[src/hdl/cap_sat_add.sv]
// Saturating reference count adder: count plus signed delta, clamped to
// zero and to the all-ones count. Combinational; no package dependency.
module cap_sat_add #(
	parameter int COUNT_BITS = 16
) (
	input  logic [COUNT_BITS-1:0] cnt,
	input  logic signed [8:0]     delta,
	output logic [COUNT_BITS-1:0] sum
);

	localparam int SW = ((COUNT_BITS > 9) ? COUNT_BITS : 9) + 2;

	logic signed [SW-1:0] s;
	logic signed [SW-1:0] smax;

	assign smax = $signed(SW'({COUNT_BITS{1'b1}}));
	assign s    = $signed(SW'(cnt)) + SW'(delta);

	always_comb begin
		if (s < 0) begin
			sum = '0;
		end else if (s > smax) begin
			sum = {COUNT_BITS{1'b1}};
		end else begin
			sum = s[COUNT_BITS-1:0];
		end
	end

endmodule

[config.mk]
export PLATFORM = sky130hd
export DESIGN_NAME = cap_sat_add
export DESIGN_NICKNAME = d
export VERILOG_FILES = /design/src/hdl/cap_sat_add.sv
export SDC_FILE = /design/constraint.sdc
export NUM_CORES = 1
export LEC_CHECK = 0
export ABC_AREA = 1
export BUFFER_PORTS_ARGS = -buffer_cell sky130_fd_sc_hd__buf_2
export CAP_MARGIN = 10
export CELL_PAD_IN_SITES_DETAIL_PLACEMENT = 2
export CELL_PAD_IN_SITES_GLOBAL_PLACEMENT = 2
export CORE_MARGIN = 1
export CORE_UTILIZATION = 23
export DETAILED_ROUTE_END_ITERATION = 8
export PLACE_DENSITY_LB_ADDON = 0.1
export SKIP_LAST_GASP = 1
export SLEW_MARGIN = 20
export SYNTH_ARGS = -nofsm -noshare
export SYNTH_HDL_FRONTEND = slang
export SYNTH_SLANG_ARGS = --single-unit
export TNS_END_PERCENT = 1
[constraint.sdc]
create_clock -name vclk -period 2.47
set_input_delay 0.494 -clock vclk [all_inputs]
set_output_delay 0.494 -clock vclk [all_outputs]
set_load 0.01 [all_outputs]
# Yosys cells after proc, flatten, opt, wreduce, memory -nomap -nowiden
# Index checks and enable logic that the tools add are counted.
op_classes:
  n_addsub: 1
  magnitude_cmp: 2
  mux: 2
ops:
  columns: ["operator", "n"]
  rows:
  - ["16-bit 2-to-1 mux", 2]
  - ["17-bit by 9-bit adder with 18-bit output", 1]
  - ["18-bit by 17-bit > comparator with 1-bit output, second input constant", 1]
  - ["18-bit by 1-bit < comparator with 1-bit output, second input constant", 1]
word_totals:
  regBits: 0

# Logic depth before layout (Yosys ltp)
# Gate-level depths: netlist of run 1.
depth:
  ltp_word: 4
  ltp_mapped: 16

# Least setup slack after synthesis of run 1
# No wires, ideal clock.
synth_timing:
  kind: "in2out"
  startpoint: "input cnt[0]"
  endpoint: "output sum[11]"
  arrival_ns: 2.141
  required_ns: 1.976
  setup_slack_ns: -0.165
  stages: 15
  cell_sequence: "ha_1 inv_1 fa_1 inv_1 nand3_1 nand2_1 nand2_1 nand2_1 nand2_1 nand2_1 nand4_2 buf_2 nand3_1 nand2_1 inv_1"
synth_between:
  elab_chain_cells: 4
  word_cells_on_any_way: 5
  classes_between: "add/sub (1); order compare (2); mux (2)"
synth_rtl:
  columns: ["element", "line_no", "text"]
  rows:
  - ["from (decl)", "6", "input logic [COUNT_BITS-1:0] cnt,"]
  - ["17-bit by 9-bit adder with 18-bit output (*)", "17", "assign s = $signed(SW'(cnt)) + SW'(delta);"]
  - ["18-bit by 17-bit > comparator with 1-bit output", "22", "end else if (s > smax) begin"]
  - ["16-bit 2-to-1 mux", "22", null]
  - ["16-bit 2-to-1 mux (*)", "20", "if (s < 0) begin"]
  - ["to (decl)", "8", "output logic [COUNT_BITS-1:0] sum"]
# Every way passes the cells marked *; elsewhere a longest branch is shown, timed or not.

# Worst setup path in the final report of run 1
layout_timing:
  startpoint: "input cnt[6]"
  endpoint: "output sum[11]"
# Same word-level chain as after synthesis.

==> metrics.md, run 1 <==
| Metric | Value |
|---|---|
| Status | finished with violations |
| Violations in the final reports | negative setup slack |
| Post-synth net total | 290 |
| Dpl ws | -0.502 ns |
| DRT Pass-1 Iters | 4 |
| Row count | 26 |
| Worst hold path type | primary input to output pin |
| Area contributors post-synth | nand2_1 (27%), ha_1 (16%), inv_1 (14%) |
| PortBufs | 41 |
| Cell variety after synth | 26 |
| Final min period | 3.08 ns |
| Setup ws final | -0.613 ns |
| Initial antenna violation count | 1 |
| Die width | 77.1 um |
| Register area | 0 um2 |
| Hold Fails Final Rpt | 0 |
| Core area | 0.00527 mm2 |
| DRC errors left | 0 |
| WS Path Type | primary input to output pin |
| DR vias | 2335 |
| Die area | 0.00595 mm2 |
| Max cap viols | 0 |
| Max-slew violation count | 0 |
| CP Launch Type | primary input |
| # setup viols final | 16 |
| Pwr Density | 366 mW/mm2 |
| Yosys warns | 0 |
| CP Max Fanout | 5 |
| Worst slew margin | 74.6% |
| Mapped Cells | 247 |
| Placed Cells | 413 |
| Achievable frequency | 0.324 GHz |
| IO Pins | 41 |
| Share of the synthesized area in the top cell type | 27.2% |
| Die height | 77.1 um |
| Vias in the first global route | 2485 |
| Routed Antenna Nets | 0 |
| WP data arrival | 2.59 ns |
| Layout cells sized above 1 | 56.5% |
| Mapped cell area | 0.00130 mm2 |
| FFs & Latches | 0 |
| Wire per inst | 29.0 um |
| Initial Util | 24.6% |
| Post-DP HPWL | 5010 um |
| Max VDD drop | 0.152 mV |
| Fin nets | 404 |
| Clk_buf instances | 0 |
| Crit share post-route | 125% |
| RD Place Congestion | 0.785 |
| Setup TNS | -8.97 ns |
| DRT iter0 DRCs | 101 |
| Least-Margin Pin Slew | 0.379 ns |
| Vias per Instance | 5.43 |
| Syn Area/Cell | 5.26 um2 |
| First-pass GRT wire length | 13900 um |
| Grt ovf | 0 |
| GR Util All Layers | 30.7% |
| Non-filler cells, final | 430 |
| Worst setup EP type | output pin |
| Area delta synth->final | 107% |
| Largest net degree at the start of global routing | 11 |
| Routed WL | 12500 um |
| Sequential share of the synthesized area | 0% |
| RSZ-0062 raised after global routing | true |
| Area leader, netlist | nand2_1 |
| Leak | 1.48 nW |
| Worst endpoint required time | 1.98 ns |
## routing by layer
metal | global-route usage (%) | share of wire [%]
met3 | 1.07 | 4.5
met4 | 7.74 | 7.1
met1 | 35.4 | 38
met2 | 60.5 | 50
met5 | 0 | 0
## repair_timing
item	in CTS	in global routing
setup buffers	12	3
gates resized for setup	88	17
hold buffers	0	0
gates cloned	2	0
pin swaps	29	15
endpoints found under the setup margin	16	16
## synth_stat cells, types with 2 or more instances
cell type / n
nand2_1: 94
inv_1: 48
nand3_1: 25
ha_1: 17
nor2_1: 17
a21oi_1: 12
xnor2_1: 6
nand2_2: 3
nand3b_1: 3
buf_6: 2
nand3_2: 2
o21ai_0: 2
o21bai_1: 2
xor2_1: 2
## cell usage in the layout, fill, tap and decap left out, types with 2 or more instances in the layout
cell type and count:
a21oi_1 8, a21oi_2 2, a21oi_4 3, buf_2 34
buf_4 65, buf_6 12, buf_8 2, ha_4 16
inv_1 38, inv_2 10, nand2_1 67, nand2_2 25
nand2_4 6, nand3_1 11, nand3_2 13, nand3_4 3
nand3b_1 3, nand4_4 2, nor2_1 15, nor2_4 2
o21ai_0 2, o21bai_1 2, xnor2_1 5, xor2_1 2
## metrics by stage
step,util [%],hold slack (ns),power [W],instance area (um2)
3_5_place_dp,38.5,1.42,0.000614,2030
6_report,51.1,1.41,0.000987,2690
2_1_floorplan,-,1.21,0.000334,1330
4_1_cts,49.4,1.39,0.000787,2600
5_1_grt,51.1,1.45,0.00102,2690
3_3_place_gp,38.5,1.40,0.000589,2030
## final timing paths
path / start / end / slack, ns / depth (start not counted)
min: delta[0] / sum[0] / 1.41 / 5
max: cnt[6] / sum[11] / -0.61 / 13
## layout make-up
type               instances  area (um2)
fillers                  608        2580
multi-input cells        196        1570
repair buffers           114         843
inverters                 49         186
well taps                 70        87.6
diodes                     1        2.50
## report_power, final
part | leakage (nW) | internal [W] | switching (W)
clock network | 0.00000634 | 0.0000000000541 | 0
registers | 0 | 0 | 0
logic | 1.48 | 0.000420 | 0.000567
## cells by family (layout without fill, tap and decap cells)
kind of cell | after synthesis | after routing | synth area share [%]
xor+xnor | 9 | 9 | 7.51
fa+ha+maj | 18 | 18 | 17.9
buf+inv | 52 | 163 | 16.3
other cells | 0 | 1 | 0
compound gates | 17 | 17 | 7.23
simple gates | 151 | 152 | 51.1
## critical path, stage by stage
cell and delay [ns]:
buf_2 0.11, ha_4 0.26, nand2_1 0.11, nand2_1 0.14
a21oi_2 0.25, nand3_2 0.19, nand2_4 0.15, nand2_4 0.09
xor2_4 0.30, buf_6 0.18, nand2_1 0.09, inv_2 0.08
buf_2 0.14
(Power assumes the default switching activity.)
==> inputs of run 2 (changes only) <==
--- a/config.mk
+++ b/config.mk
@@ -8,12 +8,10 @@
 export ABC_AREA = 1
 export BUFFER_PORTS_ARGS = -buffer_cell sky130_fd_sc_hd__buf_2
 export CAP_MARGIN = 10
-export CELL_PAD_IN_SITES_DETAIL_PLACEMENT = 2
-export CELL_PAD_IN_SITES_GLOBAL_PLACEMENT = 2
 export CORE_MARGIN = 1
-export CORE_UTILIZATION = 23
+export CORE_UTILIZATION = 32
 export DETAILED_ROUTE_END_ITERATION = 8
-export PLACE_DENSITY_LB_ADDON = 0.1
+export SETUP_SLACK_MARGIN = 0.1
 export SKIP_LAST_GASP = 1
 export SLEW_MARGIN = 20
 export SYNTH_ARGS = -nofsm -noshare
==> run 2 against run 1 <==
  * The run still ends with negative setup slack left
  * Clock-buffer cell count is the same
  * Hold slack lost 0.039 ns
  * Utilization grew 16 points
  * Critical path depth shrank 2
  * Worst setup slack gained 0.43 ns
  * Combinational power shrank 22%
  * Non-clock buffer count shrank 8
  * Flip-flop and latch count is the same
  * Critical path type unchanged
  * Highest routed layer unchanged
==> metrics.md, run 2 (same netlist as run 1, synthesis figures left out) <==
| Metric | Value |
|---|---|
| Sw frac | 48.5% (-9.0 points) |
| Max-slew violation count | 0 (unchanged) |
| First-pass GRT wire length | 7080 um (-49%) |
| P_sw | 0.000373 W (-34%) |
| Combinational power share | 100.0% (about the same) |
| Slowest CP cell | a21oi_4 |
| CP Launch Type | primary input |
| Family with the most delay on the worst path | compound AO/OA/AOI/OAI gates |
| Worst endpoint required time | 1.98 ns (about the same) |
| Area delta synth->final | 94.0% |
| Worst setup EP type | output pin |
| Clock power frac | 0% (unchanged) |
| Critical path startpoint | delta[8] |
| Hold Fails Final Rpt | 0 (unchanged) |
| RD Place Congestion | 0.897 (+14%) |
| Post-DP HPWL | 3190 um (-36%) |
| Top cell by count, worst path | nand2_1 |
| DRC errors left | 0 (unchanged) |
| Routed Antenna Nets | 0 (unchanged) |
| Initial antenna violation count | 0 (-1) |
| Worst hold path type | primary input to output pin |
| Flop pwr share | 0% (unchanged) |
| Fin nets | 396 (-2.0%) |
| Layout cells sized above 1 | 51.9% (-4.7 points) |
| FFs & Latches | 0 (unchanged) |
| Post-Route Utilization | 66.8% (+16 points) |
| Largest stage delay, worst path | 0.25 ns (-0.05 ns) |
| Row count | 22 (-15%) |
| IO Pins | 41 (unchanged) |
| Grt ovf | 0 (unchanged) |
| Leading cell type in the layout, fill and taps excluded | nand2_1 |
| Min-delay src | delta[0] |
| Max cap viols | 0 (unchanged) |
| CP Max Fanout | 8 (+3) |
| Fillers | 343 (-44%) |
| Vias in the first global route | 1727 (-31%) |
| Vias per Instance | 4.59 (-15%) |
| # setup viols final | 16 (unchanged) |
| GR Util All Layers | 20.5% (-10 points) |
| Largest net degree at the start of global routing | 9 (-2) |
| Register area | 0 um2 (unchanged) |
| DR vias | 1833 (-21%) |
| Violations in the final reports | negative setup slack |
| DRT iter0 DRCs | 62 (-39%) |
| RSZ-0062 raised after global routing | true |
| Critical path cell sequence | buf_8, ha_4, a21oi_1, nand2_2, a21oi_4, nand2_8, xor2_4, buf_6, nand2_1, nand2_1, buf_2 |
| Die height | 65.7 um (-15%) |
| Worst path bufs/invs | 3 (-1) |
| Wire per inst | 10.9 um (-62%) |
| Max VDD drop | 0.193 mV (+27%) |
| Setup ws final | -0.180 ns (+0.433 ns) |
| WS Path Type | primary input to output pin |
| Routed WL | 4350 um (-65%) |
| Clk_buf instances | 0 (unchanged) |
| Worst slew margin | 81.8% (+7.2 points) |
| Leak | 1.42 nW (-4.2%) |
| Core area | 0.00377 mm2 (-28%) |
| Final min period | 2.65 ns (-0.433 ns) |
| Achievable frequency | 0.377 GHz (+16%) |
| Pint | 0.000397 W (-5.5%) |
| WHS | 1.37 ns (-0.0392 ns) |
| Initial Util | 34.4% (+9.8 points) |
| DRT Pass-1 Iters | 4 (unchanged) |
| WP data arrival | 2.16 ns (-0.43 ns) |
| Die width | 65.7 um (-15%) |
| Crit share post-route | 107% (-18 points) |
| Die area | 0.00432 mm2 (-27%) |
| # hold bufs at CTS | 0 (unchanged) |
| N_diodes | 0 (-1) |
| PortBufs | 41 (unchanged) |
| Pwr Density | 306 mW/mm2 (-17%) |
| Most frequent cells in the layout | nand2_1 (82), buf_4 (60), inv_1 (35) |
| Status | finished with violations |
| Least-Margin Pin Slew | 0.272 ns (-0.107 ns) |
-- run 2: cell count changes in the layout (fill, tap and decap cells not counted), moves of 2 or more --
cell     change
a21oi_2      +3
a21oi_4      -2
buf_2        -6
buf_4        -5
buf_6        +4
inv_1        -3
inv_2        +3
nand2_1     +15
nand2_2     -12
nand2_4      -4
nand3_2      +3
nor2_4       -2
-- run 2: worst min-delay path: cells and delay by family --
family | cells | cell delay (ns)
fa+ha+maj | 1 | 0.11
simple gates | 2 | 0.08
buf+inv | 2 | 0.19
-- run 2: through the flow --
step / power [W] / cells / TNS (ns) / area, um2 / setup slack [ns]
3_5_place_dp: 0.000605 / 389 / -6.09 / 2050 / -0.405
2_1_floorplan: 0.000363 / 247 / 0 / 1400 / 0.0183
4_1_cts: 0.000757 / 399 / -2.17 / 2510 / -0.141
6_report: 0.000770 / 399 / -2.57 / 2520 / -0.180
5_1_grt: 0.000845 / 399 / -4.09 / 2520 / -0.299
3_3_place_gp: 0.000605 / 389 / -6.35 / 2050 / -0.426
-- run 2: power by group through the flow --
stage | clock (W) | combinational [W] | sequential, W
2_1_floorplan | 0 | 0.000363 | 0
3_3_place_gp | 0 | 0.000605 | 0
3_5_place_dp | 0 | 0.000605 | 0
4_1_cts | 0 | 0.000757 | 0
5_1_grt | 0 | 0.000845 | 0
6_report | 0 | 0.000770 | 0
-- run 2: worst paths after layout --
kind                 end  cells past startpoint
hold / removal    sum[0]                      5
setup / recovery  sum[1]                     11
-- run 2: layer usage --
layer	GRT usage [%]	up-vias	share of wire [%]
li1	-	976	-
met1	25.0	809	44
met2	40.1	46	51
met3	1.04	2	4.9
met4	1.36	0	0.28
met5	0	-	0
-- run 2: what timing repair did --
item                                    in CTS  in global routing
endpoints found under the setup margin      16                 16
gates resized for setup                     61                  2
buffers inserted                             9                  0
pin swaps                                   14                  1
gates cloned                                 1                  0
-- run 2: final cells by class --
type	count	area (um2)	area share, %
Inverter	49	186	7.40
Multi-Input combinational cell	196	1470	58.4
Tap cell	48	60.1	2.38
Timing Repair Buffer	106	801	31.8
==> inputs of run 3 (changes only) <==
--- a/config.mk
+++ b/config.mk
@@ -8,9 +8,12 @@
 export ABC_AREA = 1
 export BUFFER_PORTS_ARGS = -buffer_cell sky130_fd_sc_hd__buf_2
 export CAP_MARGIN = 10
-export CORE_MARGIN = 1
+export CELL_PAD_IN_SITES_DETAIL_PLACEMENT = 1
+export CELL_PAD_IN_SITES_GLOBAL_PLACEMENT = 1
+export CORE_MARGIN = 10
 export CORE_UTILIZATION = 32
 export DETAILED_ROUTE_END_ITERATION = 8
+export PLACE_DENSITY_LB_ADDON = 0.1
 export SETUP_SLACK_MARGIN = 0.1
 export SKIP_LAST_GASP = 1
 export SLEW_MARGIN = 20
==> run 3 against run 2 <==
  * The run still ends with negative setup slack left
  * Combinational power increased by 27%
  * Worst setup slack worse by 0.23 ns
  * Flip-flop and latch count unchanged
  * Total power rose by 27%
  * Critical path depth is 6 higher
  * Utilization rose by 2.0 points
  * Fmax shrank 8.1%
  * Clock-buffer cell count did not move
  * Design area is 8.5% higher
  * Highest routed layer unchanged
==> metrics.md, run 3 (same netlist as run 1, synthesis figures left out) <==
| Metric | Value |
|---|---|
| Initial antenna violation count | 0 (unchanged) |
| Core area | 0.00397 mm2 (+5.3%) |
| CP Max Fanout | 4 (-4) |
| Worst slew margin | 75.6% (-6.1 points) |
| Max VDD drop | 0.228 mV (+18%) |
| Critical path startpoint | cnt[3] |
| WP data arrival | 2.39 ns (+0.23 ns) |
| Hold Path Depth | 5 (unchanged) |
| Row count | 23 (+4.5%) |
| Setup TNS | -6.14 ns (-3.57 ns) |
| Least-Margin Pin Slew | 0.364 ns (+0.0923 ns) |
| Grt ovf | 0 (unchanged) |
| IO Pins | 41 (unchanged) |
| Die area | 0.00701 mm2 (+62%) |
| DRT Pass-1 Iters | 6 (+2) |
| # setup viols final | 16 (unchanged) |
| Vias in the first global route | 2495 (+44%) |
| Die height | 83.7 um (+27%) |
| Area delta synth->final | 111% |
| Max cap viols | 0 (unchanged) |
| Setup ws final | -0.413 ns (-0.233 ns) |
| DR vias | 2301 (+26%) |
| RD Place Congestion | 0.862 (-3.9%) |
| Routed WL | 10100 um (+130%) |
| Worst setup EP type | output pin |
| Leak | 1.48 nW (+4.3%) |
| Largest net degree at the start of global routing | 10 (+1) |
| Max-slew violation count | 0 (unchanged) |
| Die width | 83.7 um (+27%) |
| First-pass GRT wire length | 13400 um (+89%) |
| Final min period | 2.88 ns (+0.233 ns) |
| Clk_buf instances | 0 (unchanged) |
| WS Path Type | primary input to output pin |
| CP Launch Type | primary input |
| DRC errors left | 0 (unchanged) |
| Worst endpoint required time | 1.98 ns (about the same) |
| Routed Antenna Nets | 0 (unchanged) |
| Status | finished with violations |
| Most frequent cells in the layout | nand2_1 (76), buf_4 (57), inv_1 (31) |
| Initial Util | 32.7% (-1.7 points) |
| N_diodes | 0 (unchanged) |
| Post-DP HPWL | 4390 um (+37%) |
| Hold Fails Final Rpt | 0 (unchanged) |
| GR Util All Layers | 23.0% (+2.5 points) |
| Crit share post-route | 117% (+9.4 points) |
| RSZ-0062 raised after global routing | true |
| FFs & Latches | 0 (unchanged) |
| Leading cell type in the layout, fill and taps excluded | nand2_1 |
| Pwr Density | 358 mW/mm2 (+17%) |
| Vias per Instance | 5.71 (+24%) |
| Hold EP | sum[0] |
| DRT iter0 DRCs | 191 (+210%) |
| Wire per inst | 25.1 um (+130%) |
| Fin nets | 398 (+0.51%) |
| Violations in the final reports | negative setup slack |
| Tot Pwr | 0.000979 W (+27%) |
| PortBufs | 41 (unchanged) |
| Min-delay src | cnt[0] |
| Register area | 0 um2 (unchanged) |
| Achievable frequency | 0.347 GHz (-8.1%) |
| Worst hold path type | primary input to output pin |
| Layout cells sized above 1 | 56.9% (+5.1 points) |
==> run 3: through the flow <==
step	hold slack [ns]	setup WS, ns	std cells	utilization [%]	area, um2
2_1_floorplan	1.21	0.0183	247	-	1400
3_3_place_gp	1.40	-0.422	388	51.4	2040
3_5_place_dp	1.42	-0.460	388	51.4	2040
4_1_cts	1.39	-0.213	399	64.4	2560
5_1_grt	1.46	-0.466	403	68.8	2730
6_report	1.45	-0.413	403	68.8	2730
==> run 3: worst max-delay path by stage <==
stage	depth (start not counted)	slack [ns]	endpoint
2_1_floorplan	15	0.02	sum[5]
3_3_place_gp	14	-0.42	sum[3]
3_5_place_dp	13	-0.46	sum[0]
4_1_cts	17	-0.21	sum[7]
5_1_grt	17	-0.47	sum[14]
6_report	17	-0.41	sum[14]
==> run 3: layout make-up <==
| type | count | area, um2 |
|---|---|---|
| Fill cell | 491 | 1240 |
| Multi-Input combinational cell | 196 | 1590 |
| Inverter | 49 | 184 |
| Timing Repair Buffer | 108 | 901 |
| Tap cell | 50 | 62.6 |
==> run 3: timing repair <==
item	CTS	global route
gates cloned	3	0
setup buffers	8	4
endpoints found under the setup margin	16	16
gates resized for setup	60	38
hold buffers	0	0
pin swaps	17	21
==> run 3: routing by layer <==
metal  vias to the layer above  GRT usage [%]  part of all wire [%]
met5                         -              0                     0
met4                         0           8.68                   5.9
met3                        48           3.71                   7.5
met2                       160           43.0                    50
met1                      1102           24.8                    36
li1                        991              -                     -
==> run 3: report_power, final <==
group	total [W]	switching (W)	leakage, nW	internal, W
registers	0	0	0	0
logic	0.000979	0.000526	1.48	0.000452
clock network	0	0	0	0
total	0.000979	0.000526	1.48	0.000452
==> run 3: critical path: stages <==
cell	delay [ns]
buf_2	0.12
ha_4	0.22
buf_6	0.12
nand2_4	0.08
inv_2	0.05
nand2_1	0.09
nand2_1	0.09
nand2_2	0.11
nand3_4	0.09
nand2_4	0.12
buf_12	0.11
nand4_4	0.16
clkbuf_16	0.22
nand3_2	0.07
nand2_1	0.08
inv_2	0.06
buf_2	0.12
